===== src/sv/percentile_linear_interp_unit_assert.svh =====
// ----------------------------------------------------------------------------
// Percentile unit assertion macros
// Concurrent assertion wrappers used by the percentile interpolation modules.
// They sample on aclk and are disabled while aresetn is low.
// ----------------------------------------------------------------------------
`ifndef PERCENTILE_LINEAR_INTERP_UNIT_ASSERT_SVH
`define PERCENTILE_LINEAR_INTERP_UNIT_ASSERT_SVH
`ifndef NO_ASSERTIONS
`define PLI_ASSERT(label, prop, msg) \
    label: assert property (@(posedge aclk) disable iff (!aresetn) prop) else $error(msg);
`define PLI_NEVER(label, expr, msg) \
    label: assert property (@(posedge aclk) disable iff (!aresetn) !(expr)) else $error(msg);
`else
`define PLI_ASSERT(label, prop, msg)
`define PLI_NEVER(label, expr, msg)
`endif
`endif


===== src/sv/pli_pkg.sv =====
// ----------------------------------------------------------------------------
// Percentile unit package
// Shared widths, constants, controller states and the command and status
// groups that join the controller and the datapath.
// ----------------------------------------------------------------------------
`default_nettype none

package pli_pkg;

    localparam int SAMPLE_W    = 32;
    localparam int PCT_W       = 17;
    localparam int FRAC_W      = 16;
    localparam int USED_W      = 9;
    localparam int M_TDATA_W   = 48;

    localparam logic [PCT_W-1:0] PCT_ONE   = 17'd65536;
    localparam logic [PCT_W-1:0] PCT_RESET = 17'd32768;

    typedef enum logic [3:0] {
        S_LOAD,
        S_SETUP,
        S_KEY,
        S_KEYW,
        S_SCAN,
        S_DRAIN,
        S_CHECK,
        S_DIFF,
        S_MUL,
        S_ADD
    } ctrl_state_t;

    typedef struct packed {
        logic load;
        logic setup;
        logic key_rd;
        logic key_cap;
        logic scan_rd;
        logic check;
        logic next_key;
        logic diff;
        logic mul;
        logic finish;
    } pli_cmd_t;

    typedef struct packed {
        logic scan_last;
        logic found_all;
        logic out_free;
    } pli_sts_t;

endpackage

`default_nettype wire


===== src/sv/pli_ctrl.sv =====
// ----------------------------------------------------------------------------
// Percentile unit controller
// Sequences loading, the rank scan over the stored values, and the
// interpolation steps, and issues commands to the datapath.
// ----------------------------------------------------------------------------
`default_nettype none

module pli_ctrl
    import pli_pkg::*;
(
    input  wire logic     aclk,
    input  wire logic     aresetn,
    input  wire logic     s_tvalid,
    input  wire logic     s_tlast,
    output logic          s_tready,
    input  wire pli_sts_t sts,
    output pli_cmd_t      cmd
);

    ctrl_state_t state_reg;
    ctrl_state_t state_next;

    always_ff @(posedge aclk) begin
        if (!aresetn) begin
            state_reg <= S_LOAD;
        end else begin
            state_reg <= state_next;
        end
    end

    always_comb begin
        state_next = state_reg;
        cmd        = '0;
        s_tready   = 1'b0;
        case (state_reg)
            S_LOAD: begin
                s_tready = 1'b1;
                cmd.load = s_tvalid;
                if (s_tvalid && s_tlast) begin
                    state_next = S_SETUP;
                end
            end
            S_SETUP: begin
                cmd.setup  = 1'b1;
                state_next = S_KEY;
            end
            S_KEY: begin
                cmd.key_rd = 1'b1;
                state_next = S_KEYW;
            end
            S_KEYW: begin
                cmd.key_cap = 1'b1;
                state_next  = S_SCAN;
            end
            S_SCAN: begin
                cmd.scan_rd = 1'b1;
                if (sts.scan_last) begin
                    state_next = S_DRAIN;
                end
            end
            S_DRAIN: begin
                state_next = S_CHECK;
            end
            S_CHECK: begin
                cmd.check = 1'b1;
                if (sts.found_all) begin
                    state_next = S_DIFF;
                end else begin
                    cmd.next_key = 1'b1;
                    state_next   = S_KEY;
                end
            end
            S_DIFF: begin
                cmd.diff   = 1'b1;
                state_next = S_MUL;
            end
            S_MUL: begin
                cmd.mul    = 1'b1;
                state_next = S_ADD;
            end
            S_ADD: begin
                if (sts.out_free) begin
                    cmd.finish = 1'b1;
                    state_next = S_LOAD;
                end
            end
            default: begin
                state_next = S_LOAD;
            end
        endcase
    end

endmodule

`default_nettype wire


===== config.mk =====
export PLATFORM = sky130hd
export DESIGN_NAME = pli_ctrl
export DESIGN_NICKNAME = d
export VERILOG_FILES = /design/src/sv/percentile_linear_interp_unit_assert.svh /design/src/sv/pli_pkg.sv /design/src/sv/pli_ctrl.sv
export SDC_FILE = /design/constraint.sdc
export NUM_CORES = 1
export LEC_CHECK = 0
export BUFFER_PORTS_ARGS = -buffer_cell sky130_fd_sc_hd__buf_2
export CORE_AREA = 2 2 39 41
export CTS_CLUSTER_SIZE = 10
export DETAILED_ROUTE_END_ITERATION = 16
export DIE_AREA = 0 0 41 43
export GPL_TIMING_DRIVEN = 0
export PLACE_DENSITY = 0.5
export SYNTH_ARGS = -nofsm -noshare
export SYNTH_HDL_FRONTEND = slang
export SYNTH_SLANG_ARGS = --single-unit

===== constraint.sdc =====
create_clock -name aclk -period 1.2 [get_ports aclk]
set_input_delay 0.24 -clock aclk [delete_from_list [all_inputs] [get_ports aclk]]
set_output_delay 0.24 -clock aclk [all_outputs]
set_load 0.02 [all_outputs]

Word level (Yosys, flattened, before mapping) --
Index checks and enable logic that the tools add are counted.
Word-level totals: register bits after elaboration 4, latch bits 0, bits in writable memories 0, memory bits (read-only) 0, input bits 7, output and inout port bits 11, word-level logic and storage cells 33, memories 0
Cells by class: add/sub/neg operators 0, multipliers 0, div/mod/pow operators 0, $lt $le $gt $ge 0, equal/unequal tests 12, shift operators 0, mux-type cells 17, bitwise operators 0, reductions and logical operators 3
Operator list (number):
- 4-bit case mux with 10 select lines | 1
- 4-bit by 3-bit equality test with 1-bit output, second input constant | 4
- 4-bit two-way mux | 3
- 1-bit two-way mux | 11
- 4-bit by 2-bit equality test with 1-bit output, second input constant | 2
- 4-bit equality test, second input constant | 2
- 2-bit inequality test, second input constant | 3
- 4-bit by 1-bit equality test with 1-bit output, second input constant | 1
- 4-bit zero test | 1
- 3-bit two-way mux | 1
- 3-bit AND reduction | 1
- 2-bit two-way mux | 1
- 1-bit logical AND | 1

Longest topological paths before layout --
Gate-level depths: netlist (run 1).
word-level depth 3, gate-level depth with buffers 4, mapped depth without buffers 3

Least setup slack after synthesis (run 1) --
OpenSTA, ideal clock, no wires.
path type register to output, from reg state_reg[0], to out cmd[9] in the netlist's numbering, arrival time 1.552 ns, data required time 0.960 ns, slack -0.592 ns, cell stages (with the launch flop) 4, path buffers 1, cell sequence dfxtp_1 buf_2 nor4_1 and2_1
RTL lines:
- start: declaration | RTL line pli_ctrl.sv:20 | ctrl_state_t state_reg;
- start signal: assignment | RTL line pli_ctrl.sv:27 | state_reg <= state_next;
- end: declaration | RTL line pli_ctrl.sv:17 | output pli_cmd_t cmd

==> results_tabular.tex, run 1 <==
\begin{tabular}{lr}
\hline
Metric & Value \\
\hline
\multicolumn{2}{l}{\textbf{Outcome}} \\
Outcome & complete, but fails checks \\
Violated checks & negative setup slack \\
\multicolumn{2}{l}{\textbf{Drt}} \\
Detail-routed via count per cell & 4.70 \\
First-pass DRT Iterations & 4 \\
Antenna violation net count after detailed routing & 0 \\
Mean routed wirelength per cell & 12.5 um \\
Remaining routing DRC violations & 0 \\
Total wire length & 1090 um \\
Total number of vias & 409 \\
First-iteration detailed-routing DRC count & 4 \\
\multicolumn{2}{l}{\textbf{Timing}} \\
Timing-limited maximum frequency & 707 MHz \\
Unrepaired setup endpoints after global routing & true \\
Final worst path period need & 1410 ps \\
Tightest slew margin relative to the limit & 0.823 \\
Fraction of the cycle the final worst path needs & 1.18 \\
Sum Neg Setup Slack & -1590 ps \\
Measured slew at the worst slew-check pin & 265 ps \\
Setup Skew & 8.55 ps \\
Final Hold Vio Count & 0 \\
Setup slack of the critical path after layout & -214 ps \\
Final setup violation count & 12 \\
Number of slew-limit violations in the final report & 0 \\
\multicolumn{2}{l}{\textbf{Worst setup path}} \\
R2r endpoint & state\_reg[0] \\
Worst flop-to-flop path startpoint & state\_reg[2] \\
Cells traversed along the worst timing path & nor4\_4, and2\_4, buf\_6 \\
CP max stage cell & dfxtp\_4 \\
Critical Path Source Type & flip-flop \\
Worst reg-to-reg path cell count & 6 \\
Arrival time reported for the critical path endpoint & 1170 ps \\
Reg2Reg Setup Slack & -70 ps \\
Crit path kind & flip-flop to primary output \\
End point of the critical path & cmd[9] \\
Required @ worst endpoint & 960 ps \\
Worst-path maximum fanout & 7 \\
Slowest stage delay, CP & 370 ps \\
Worst setup path start & state\_reg[0] \\
Crit end category & primary output \\
\multicolumn{2}{l}{\textbf{Clocking}} \\
Clock tree from TritonCTS & yes \\
Hold-fix buffer count after cts & 0 \\
Largest buffer count on any clock path & 2 \\
Deepest level of the CTS H-tree & 1 \\
CTS root buffer & clkbuf\_4 \\
TritonCTS Sinks & 4 \\
Clk pin slew, worst setup/hold paths & 40 ps \\
Number of buffers added by the clock tree synthesis step & 3 \\
Worst-skew pair later-pin latency & 240 ps \\
\multicolumn{2}{l}{\textbf{Die}} \\
Ports placed on the boundary & 18 \\
Starting density of the core & 0.222 \\
Die span in x & 41 um \\
Height of the die & 43 um \\
Site row count & 14 \\
Core area & 1380 sq um \\
Die ar. & 1760 sq um \\
\multicolumn{2}{l}{\textbf{Power and ir drop}} \\
Areal power density over the cells & 766 nW/um\^{}2 \\
VDD IR-drop max & 487 uV \\
Portion of total power attributed to sequential cells & 0.291 \\
Switching share of total power & 0.322 \\
LEAKAGE & 0.314 nW \\
Cell-internal power & 0.365 mW \\
Fraction of power consumed by combinational cells & 0.391 \\
Overall power of the completed layout & 0.538 mW \\
NetSw & 0.173 mW \\
Fraction of power consumed by the clock network & 0.317 \\
\multicolumn{2}{l}{\textbf{Global route}} \\
Maximum number of pins on one net before global-route repair & 8 \\
Wire length of the first global-routing pass & 1570 um \\
Total congestion overflow & 0 \\
Via count of the first global-routing pass & 362 \\
Global-route usage over all layers & 0.133 \\
Initial antenna violation count & 0 \\
\multicolumn{2}{l}{\textbf{Synthesis}} \\
Net count after synthesis & 46 \\
Avg Synthesized Cell Area & 7.86 sq um \\
Biggest area contributors in the synthesized netlist & dfxtp\_1 26\%, nor3\_1 15\%, nand2b\_1 12\%, buf\_2 4.9\%, a2111oi\_2 4.9\% \\
Number of synthesis warnings & 0 \\
Dominant synthesized flop cell & dfxtp\_1 \\
Cell taking the most area after synthesis & dfxtp\_1 \\
Commonest cells in the netlist & 9 x nor3\_1, 6 x nand2b\_1, 4 x dfxtp\_1, 3 x buf\_2 \\
Post-synthesis cell type count & 19 \\
Number of enable flip-flop cells after synthesis & 0 \\
Post-synthesis cell area & 307 sq um \\
Seq cells post-synth & 4 \\
Cells after Synth & 39 \\
Post-synth top area share & 0.261 \\
Library cell with the highest instance count after synthesis & nor3\_1 \\
Sequential cell area fraction in the yosys report & 0.261 \\
Post-synth ARST share & 0 \\
\multicolumn{2}{l}{\textbf{Cells and area}} \\
Footprint of the flip-flops and latches & 92.6 sq um \\
Layout area overhead & 129\% \\
Post-route core utilization & 0.508 \\
Total area of multi-input combinational cells & 300 sq um \\
Count of fill cells added during filler insertion & 121 \\
Post-layout net count & 80 \\
Ant. Diodes & 0 \\
Fraction of layout cells with a size suffix above 1 & 0.817 \\
Largest register FFs & 4 \\
\multicolumn{2}{l}{\textbf{Worst hold path}} \\
Hold Path Class & input pin to flip-flop \\
\multicolumn{2}{l}{\textbf{Placed design}} \\
Number of input and output port buffers inserted & 17 \\
Detailed placement HPWL & 634 um \\
RD Place Congestion & 0.646 \\
\multicolumn{2}{l}{\textbf{Run}} \\
Max capacitance violation total & 0 \\
\hline
\end{tabular}
==> cell usage in the layout, fill, tap and decap left out, types with 2 or more instances in the layout <==
cell type	netlist	layout
a21oi_1	2	2
nand2b_1	6	3
nor3_2	0	5
nor3_4	0	2
nor3_1	9	2
buf_2	3	7
buf_6	1	9
dfxtp_4	0	3
clkbuf_4	0	3
buf_4	0	17
nand2b_4	1	3
==> kinds of logic (layout without fill, tap and decap cells) <==
group | after synthesis | in the layout | share of synthesized area
buf+inv | 5 | 37 | 0.0979
compound gates | 8 | 8 | 0.229
flops | 4 | 4 | 0.261
simple gates | 22 | 22 | 0.412
==> worst max-delay path: cells and delay by family, from the launching register on <==
family / cells / cell delay (ps)
DFF: 1 / 370
and+or+nand+nor: 2 / 460
buffers and inverters: 1 / 100
==> how the worst min path moves through the flow <==
stage / start / endpoint / depth (start not counted)
after floorplan: aresetn / state_reg[3] / 1
after global placement: aresetn / state_reg[3] / 2
after detailed placement: aresetn / state_reg[3] / 2
after CTS: aresetn / state_reg[0] / 2
after global routing: aresetn / state_reg[0] / 2
final: aresetn / state_reg[0] / 2
==> power by group through the flow <==
stage | clock network [mW] | logic [mW] | registers [mW]
floorplan | 0 | 0.100 | 0.144
detailed placement | 0 | 0.143 | 0.144
finish | 0.171 | 0.211 | 0.157
CTS | 0.176 | 0.188 | 0.159
global route | 0.184 | 0.227 | 0.158
global placement | 0 | 0.143 | 0.144
==> per-stage QoR <==
step | area, sq um | std cells | setup WS, ps | hold WS [ps]
after detailed placement | 443 | 72 | -128 | 495
after CTS | 643 | 85 | -232 | 238
final | 703 | 87 | -214 | 240
after global placement | 443 | 72 | -117 | 493
after global routing | 703 | 87 | -262 | 249
after floorplan | 338 | 39 | -157 | 358
==> what timing repair did <==
| action | 4_1_cts | 5_1_grt |
|---|---|---|
| gates resized for setup | 30 | 12 |
| endpoints found under the hold margin | 0 | 0 |
| setup endpoints to repair | 12 | 13 |
| setup buffers | 12 | 3 |
| pin swaps | 6 | 5 |
==> layer usage <==
layer	up-vias	track usage	wire length, um
met4	0	0.0600	18
met1	184	0.131	384
met3	2	0.0628	72
li1	207	-	-
met2	16	0.222	614
met5	-	0	0
==> area by class of cell <==
cell class | instances | share of cell area
tap | 16 | 0.0285
sequential | 4 | 0.132
inverter | 1 | 0.00534
multi-input combinational | 30 | 0.427
timing repair buffer | 32 | 0.359
buffer | 1 | 0.0160
clock buffer | 3 | 0.0320
No activity file was read; power rests on OpenSTA's default activity.
==> inputs of run 2 (changes only) <==
- clock period: 1.2 -> 1.4 ns (I/O delays scaled with it)
==> run 2 against run 1 <==
Against the previous run: the flow still finishes with violations (negative setup slack); clock-buffer cell count stayed put; die area unchanged; clock skew is 3.6 ps lower; power shrank 19%; highest routed layer is now met3; critical endpoint unchanged; critical path depth increased by 1; worst setup slack better by 110 ps; largest cell class unchanged; sequential power shrank 20%.
==> results_tabular.tex, run 2 (synthesis gave the netlist of run 1 again) <==
\begin{tabular}{lr}
\hline
Metric & Value \\
\hline
\multicolumn{2}{l}{\textbf{Clocking}} \\
TritonCTS Sinks & 4 (unchanged) \\
Number of buffers added by the clock tree synthesis step & 3 (unchanged) \\
Clock tree from TritonCTS & yes (unchanged) \\
Largest buffer count on any clock path & 2 (unchanged) \\
CTS root buffer & clkbuf\_4 (unchanged) \\
Worst-skew pair later-pin latency & 240 ps (about the same) \\
Deepest level of the CTS H-tree & 1 (unchanged) \\
Clk pin slew, worst setup/hold paths & 40 ps (about the same) \\
Hold-fix buffer count after cts & 0 (unchanged) \\
\multicolumn{2}{l}{\textbf{Timing}} \\
Measured slew at the worst slew-check pin & 268 ps (was 265 ps) \\
Final worst path period need & 1500 ps \\
Tightest slew margin relative to the limit & 0.821 (was 0.823) \\
Final setup violation count & 7 (was 12) \\
Number of slew-limit violations in the final report & 0 (unchanged) \\
Timing-limited maximum frequency & 665 MHz \\
Setup slack of the critical path after layout & -103 ps (was -214 ps) \\
Worst-case hold slack & 277 ps (was 240 ps) \\
Sum Neg Setup Slack & -329 ps (was -1590 ps) \\
Fraction of the cycle the final worst path needs & 1.07 \\
Unrepaired setup endpoints after global routing & true (unchanged) \\
Setup Skew & 4.90 ps (was 8.55 ps) \\
Final Hold Vio Count & 0 (unchanged) \\
\multicolumn{2}{l}{\textbf{Power and ir drop}} \\
Areal power density over the cells & 735 nW/um\^{}2 (was 766 nW/um\^{}2) \\
Overall power of the completed layout & 0.439 mW (was 0.538 mW) \\
Cell-internal power & 0.303 mW (was 0.365 mW) \\
LEAKAGE & 0.267 nW (was 0.314 nW) \\
NetSw & 0.136 mW (was 0.173 mW) \\
VDD IR-drop max & 396 uV (was 487 uV) \\
Fraction of power consumed by combinational cells & 0.383 (was 0.391) \\
Switching share of total power & 0.310 (was 0.322) \\
Portion of total power attributed to sequential cells & 0.287 (was 0.291) \\
Fraction of power consumed by the clock network & 0.329 (was 0.317) \\
\multicolumn{2}{l}{\textbf{Outcome}} \\
Violated checks & negative setup slack (unchanged) \\
Outcome & complete, but fails checks (unchanged) \\
\multicolumn{2}{l}{\textbf{Placed design}} \\
RD Place Congestion & 0.670 (was 0.646) \\
Detailed placement HPWL & 604 um (was 634 um) \\
Number of instances in the placed design & 72 (unchanged) \\
Worst setup slack before clock tree synthesis & 66.4 ps (was -128 ps) \\
Number of input and output port buffers inserted & 17 (unchanged) \\
\multicolumn{2}{l}{\textbf{Worst setup path}} \\
Worst reg-to-reg path cell count & 5 (was 6) \\
R2r endpoint & state\_reg[0] (unchanged) \\
Worst flop-to-flop path startpoint & state\_reg[3] (was state\_reg[2]) \\
Arrival time reported for the critical path endpoint & 1220 ps (was 1170 ps) \\
Critical Path Source Type & flip-flop (unchanged) \\
Reg2Reg Setup Slack & 250 ps (was -70 ps) \\
Crit end category & primary output (unchanged) \\
Required @ worst endpoint & 1120 ps (was 960 ps) \\
Crit path kind & flip-flop to primary output (unchanged) \\
Worst-path maximum fanout & 10 (was 7) \\
\multicolumn{2}{l}{\textbf{Global route}} \\
Wire length of the first global-routing pass & 1260 um (was 1570 um) \\
Global-route usage over all layers & 0.107 (was 0.133) \\
Initial antenna violation count & 0 (unchanged) \\
Via count of the first global-routing pass & 308 (was 362) \\
Maximum number of pins on one net before global-route repair & 11 (was 8) \\
Total congestion overflow & 0 (unchanged) \\
\multicolumn{2}{l}{\textbf{Die}} \\
Site row count & 14 (unchanged) \\
Die span in x & 41 um (unchanged) \\
Height of the die & 43 um (unchanged) \\
Ports placed on the boundary & 18 (unchanged) \\
Core area & 1380 sq um (unchanged) \\
Starting density of the core & 0.222 (unchanged) \\
Die ar. & 1760 sq um (unchanged) \\
\multicolumn{2}{l}{\textbf{Run}} \\
Max capacitance violation total & 0 (unchanged) \\
\multicolumn{2}{l}{\textbf{Cells and area}} \\
Post-route insts no fill & 80 (was 87) \\
Fraction of layout cells with a size suffix above 1 & 0.719 (was 0.817) \\
Ant. Diodes & 0 (unchanged) \\
Largest register FFs & 4 (unchanged) \\
Post-layout net count & 73 (was 80) \\
Most frequent standard cell in the layout excluding fill and tap cells & buf\_4 (unchanged) \\
Layout area overhead & 94.7\% (was 129\%) \\
Leading cell types in the layout, fill and taps excluded & 14 x buf\_4, 7 x buf\_2, 6 x nor3\_2 (was 17 x buf\_4, 9 x buf\_6, 7 x buf\_2, 5 x nor3\_2) \\
\multicolumn{2}{l}{\textbf{Drt}} \\
Detail-routed via count per cell & 4.66 (was 4.70) \\
Total number of vias & 373 (was 409) \\
Remaining routing DRC violations & 0 (unchanged) \\
Total wire length & 858 um (was 1090 um) \\
Mean routed wirelength per cell & 10.7 um (was 12.5 um) \\
First-pass DRT Iterations & 1 (was 4) \\
First-iteration detailed-routing DRC count & 0 (was 4) \\
Antenna violation net count after detailed routing & 0 (unchanged) \\
\multicolumn{2}{l}{\textbf{Worst hold path}} \\
Hold Crit Endpoint & state\_reg[3] (was state\_reg[0]) \\
Hold Path Class & input pin to flip-flop (unchanged) \\
Hold Startpoint & aresetn (unchanged) \\
Hold Path Cell Cnt & 2 (unchanged) \\
\hline
\end{tabular}
==> run 2: changes by cell type in the layout (fill, tap and decap cells not counted), sizes merged <==
| cell | delta |
|---|---|
| buf | -7 |
==> run 2: worst max path at each step <==
stage               slack [ps]  endpoint         start  depth (start not counted)
floorplan                   -7    cmd[3]  state_reg[2]                          3
global placement            70    cmd[3]  state_reg[2]                          4
detailed placement          70    cmd[3]  state_reg[2]                          4
CTS                       -120    cmd[9]  state_reg[3]                          4
global route              -150    cmd[9]  state_reg[1]                          4
finish                    -100    cmd[9]  state_reg[1]                          4
==> run 2: repair_timing <==
| item | CTS | global route |
|---|---|---|
| gates resized for setup | 19 | 13 |
| endpoints found under the setup margin | 11 | 11 |
| cloned | 0 | 0 |
| pin swaps | 2 | 2 |
| setup buffers | 2 | 3 |
==> run 2: critical path: stages (launching register included) <==
cell	delay [ps]
dfxtp_2	310
buf_8	140
nor4_4	260
and2_4	180
buf_6	100
==> run 2: power groups by stage <==
stage / logic, mW / clock network (mW) / registers, mW
after floorplan: 0.0836 / 0 / 0.124
after global placement: 0.120 / 0 / 0.124
after detailed placement: 0.120 / 0 / 0.124
after CTS: 0.153 / 0.153 / 0.124
after global routing: 0.180 / 0.162 / 0.126
final: 0.168 / 0.145 / 0.126
==> run 2: routing by layer <==
layer  track usage  wire length, um
met2         0.150              415
met5             0                0
met3        0.0785               69
met4        0.0200                0
met1         0.132              373
==> run 2: stage by stage <==
step | instance area (sq um) | util
after floorplan | 323 | -
after global routing | 597 | 0.431
after global placement | 428 | 0.309
after detailed placement | 428 | 0.309
after CTS | 534 | 0.386
final | 597 | 0.431
==> run 2: area by class of cell <==
type / count / area (sq um)
Fill cell: 137 / 787
Multi-Input combinational cell: 30 / 264
Timing Repair Buffer: 22 / 151
Sequential cell: 4 / 82.6
Buffer: 4 / 52.6
Clock buffer: 3 / 22.5
Tap cell: 16 / 20.0
Inverter: 1 / 3.75
==> inputs of run 3 (changes only) <==
- CTS_BUF_LIST: unset -> sky130_fd_sc_hd__clkbuf_16
==> run 3 against run 2 <==
Against the previous run: the flow still finishes with violations (negative setup slack); highest routed layer is now met4; clock skew decreased by 1.3 ps; register-to-register slack got worse by 80 ps; utilization increased by 6.4 points; routed wire length increased by 23%; combinational power increased by 6%; largest cell class unchanged; worst setup slack improved by 17 ps.
==> results_tabular.tex, run 3 (synthesis gave the netlist of run 1 again) <==
\begin{tabular}{lr}
\hline
Metric & Value \\
\hline
\multicolumn{2}{l}{\textbf{Global route}} \\
Wire length of the first global-routing pass & 1370 um (was 1260 um) \\
Initial antenna violation count & 0 (unchanged) \\
GR met2 Demand/Resource & 0.169 (was 0.150) \\
Global routing met3 resource utilization & 0.0785 (unchanged) \\
Global-route usage over all layers & 0.129 (was 0.107) \\
Total congestion overflow & 0 (unchanged) \\
Global-route track usage on met1 & 0.132 (unchanged) \\
Maximum number of pins on one net before global-route repair & 11 (unchanged) \\
Top Usage Layer GRT & met2 (unchanged) \\
Via count of the first global-routing pass & 316 (was 308) \\
\multicolumn{2}{l}{\textbf{Timing}} \\
Worst-case hold slack & 301 ps (was 277 ps) \\
Unrepaired setup endpoints after global routing & true (unchanged) \\
Setup slack of the critical path after layout & -86.4 ps (was -103 ps) \\
Final Hold Vio Count & 0 (unchanged) \\
Timing-limited maximum frequency & 673 MHz (was 665 MHz) \\
Final setup violation count & 8 (was 7) \\
Setup Skew & 3.63 ps (was 4.90 ps) \\
Final worst path period need & 1490 ps (was 1500 ps) \\
Tightest slew margin relative to the limit & 0.793 (was 0.821) \\
Measured slew at the worst slew-check pin & 310 ps (was 268 ps) \\
Sum Neg Setup Slack & -279 ps (was -329 ps) \\
Number of slew-limit violations in the final report & 0 (unchanged) \\
Fraction of the cycle the final worst path needs & 1.06 (was 1.07) \\
\multicolumn{2}{l}{\textbf{Cells and area}} \\
Post-layout net count & 76 (was 73) \\
Fraction of layout cells with a size suffix above 1 & 0.701 (was 0.719) \\
Largest register FFs & 4 (unchanged) \\
Leading cell types in the layout, fill and taps excluded & 14 x buf\_4, 8 x buf\_6, 7 x buf\_2, 4 x nor3\_2, 4 x dfxtp\_1 (was 14 x buf\_4, 7 x buf\_2, 6 x nor3\_2) \\
Ant. Diodes & 0 (unchanged) \\
Most frequent standard cell in the layout excluding fill and tap cells & buf\_4 (unchanged) \\
Total area of multi-input combinational cells & 277 sq um (was 264 sq um) \\
Footprint of the flip-flops and latches & 80.1 sq um (was 82.6 sq um) \\
Count of fill cells added during filler insertion & 134 (was 137) \\
Post-layout instance area & 686 sq um (was 597 sq um) \\
Layout area overhead & 124\% (was 94.7\%) \\
\multicolumn{2}{l}{\textbf{Placed design}} \\
Detailed placement HPWL & 604 um (unchanged) \\
Number of input and output port buffers inserted & 17 (unchanged) \\
Worst setup slack before clock tree synthesis & 66.4 ps (unchanged) \\
Total placed instance area & 428 sq um (unchanged) \\
RD Place Congestion & 0.670 (unchanged) \\
\multicolumn{2}{l}{\textbf{Worst setup path}} \\
Crit path kind & flip-flop to primary output (unchanged) \\
Worst path top cell family by delay & simple AND/OR/NAND/NOR gates (unchanged) \\
Cells traversed along the worst timing path & buf\_6, nor4\_4, and2\_4, buf\_6 (was buf\_8, nor4\_4, and2\_4, buf\_6) \\
Most frequent cell on the critical path & buf\_6 \\
CP Buf/Inv Count & 2 (unchanged) \\
CP max stage cell & dfxtp\_1 (was dfxtp\_2) \\
Arrival time reported for the critical path endpoint & 1210 ps (was 1220 ps) \\
Required @ worst endpoint & 1120 ps (about the same) \\
Slowest stage delay, CP & 290 ps (was 310 ps) \\
Worst-path maximum fanout & 8 (was 10) \\
Crit end category & primary output (unchanged) \\
Critical Path Source Type & flip-flop (unchanged) \\
\multicolumn{2}{l}{\textbf{Drt}} \\
Detail-routed via count per cell & 4.80 (was 4.66) \\
Mean routed wirelength per cell & 12.7 um (was 10.7 um) \\
First-iteration detailed-routing DRC count & 4 (was 0) \\
Total wire length & 1050 um (was 858 um) \\
First-pass DRT Iterations & 3 (was 1) \\
Remaining routing DRC violations & 0 (unchanged) \\
Antenna violation net count after detailed routing & 0 (unchanged) \\
Total number of vias & 398 (was 373) \\
\multicolumn{2}{l}{\textbf{Die}} \\
Starting density of the core & 0.222 (unchanged) \\
Site row count & 14 (unchanged) \\
Die ar. & 1760 sq um (unchanged) \\
Ports placed on the boundary & 18 (unchanged) \\
Core area & 1380 sq um (unchanged) \\
Die span in x & 41 um (unchanged) \\
Height of the die & 43 um (unchanged) \\
\multicolumn{2}{l}{\textbf{Worst hold path}} \\
Hold Path Class & input pin to flip-flop (unchanged) \\
\multicolumn{2}{l}{\textbf{Clocking}} \\
Hold-fix buffer count after cts & 0 (unchanged) \\
Number of buffers added by the clock tree synthesis step & 3 (unchanged) \\
TritonCTS Sinks & 4 (unchanged) \\
Largest buffer count on any clock path & 2 (unchanged) \\
Clock tree from TritonCTS & yes (unchanged) \\
CTS root buffer & clkbuf\_16 (was clkbuf\_4) \\
Worst-skew pair later-pin latency & 230 ps (was 240 ps) \\
Deepest level of the CTS H-tree & 1 (unchanged) \\
Clk pin slew, worst setup/hold paths & 30 ps (was 40 ps) \\
\multicolumn{2}{l}{\textbf{Power and ir drop}} \\
VDD IR-drop max & 740 uV (was 396 uV) \\
Areal power density over the cells & 1090 nW/um\^{}2 (was 735 nW/um\^{}2) \\
LEAKAGE & 0.296 nW (was 0.267 nW) \\
\multicolumn{2}{l}{\textbf{Run}} \\
Max capacitance violation total & 0 (unchanged) \\
\multicolumn{2}{l}{\textbf{Outcome}} \\
Outcome & complete, but fails checks (unchanged) \\
Violated checks & negative setup slack (unchanged) \\
\hline
\end{tabular}
==> run 3: what timing repair did <==
item,in CTS,in global routing
buffers inserted,2,6
resized for setup,18,15
endpoints found under the setup margin,10,11
pin swaps,2,4
==> run 3: cell type report <==
cell class	instances	area share
Multi-Input combinational cell	30	0.403
Timing Repair Buffer	25	0.270
Sequential cell	4	0.117
Clock buffer	3	0.109
Buffer	4	0.0657
Tap cell	16	0.0292
Inverter	1	0.00547
==> run 3: stage by stage <==
step | util | std cells | total power, mW
after detailed placement | 0.309 | 72 | 0.244
final | 0.495 | 83 | 0.748
after global placement | 0.309 | 72 | 0.244
after CTS | 0.422 | 77 | 0.727
after global routing | 0.495 | 83 | 0.777
after floorplan | - | 39 | 0.207
==> run 3: final timing paths <==
kind / to / slack, ps / depth (start not counted) / start
worst max-delay path: cmd[9] / -90 / 4 / state_reg[3]
worst min-delay path: state_reg[3] / 300 / 2 / aresetn
worst max register to register: state_reg[0] / 170 / 5 / state_reg[2]
worst min register to register: state_reg[2] / 630 / 2 / state_reg[1]
==> run 3: layer usage <==
metal | share of wire | up-vias
li1 | - | 196
met1 | 0.37 | 182
met2 | 0.52 | 15
met3 | 0.071 | 5
met4 | 0.034 | 0
met5 | 0 | -
==> run 3: report_power, final <==
group / internal (mW) / switching (mW)
clock: 0.365 / 0.0808
combinational: 0.0884 / 0.0900
sequential: 0.121 / 0.00289
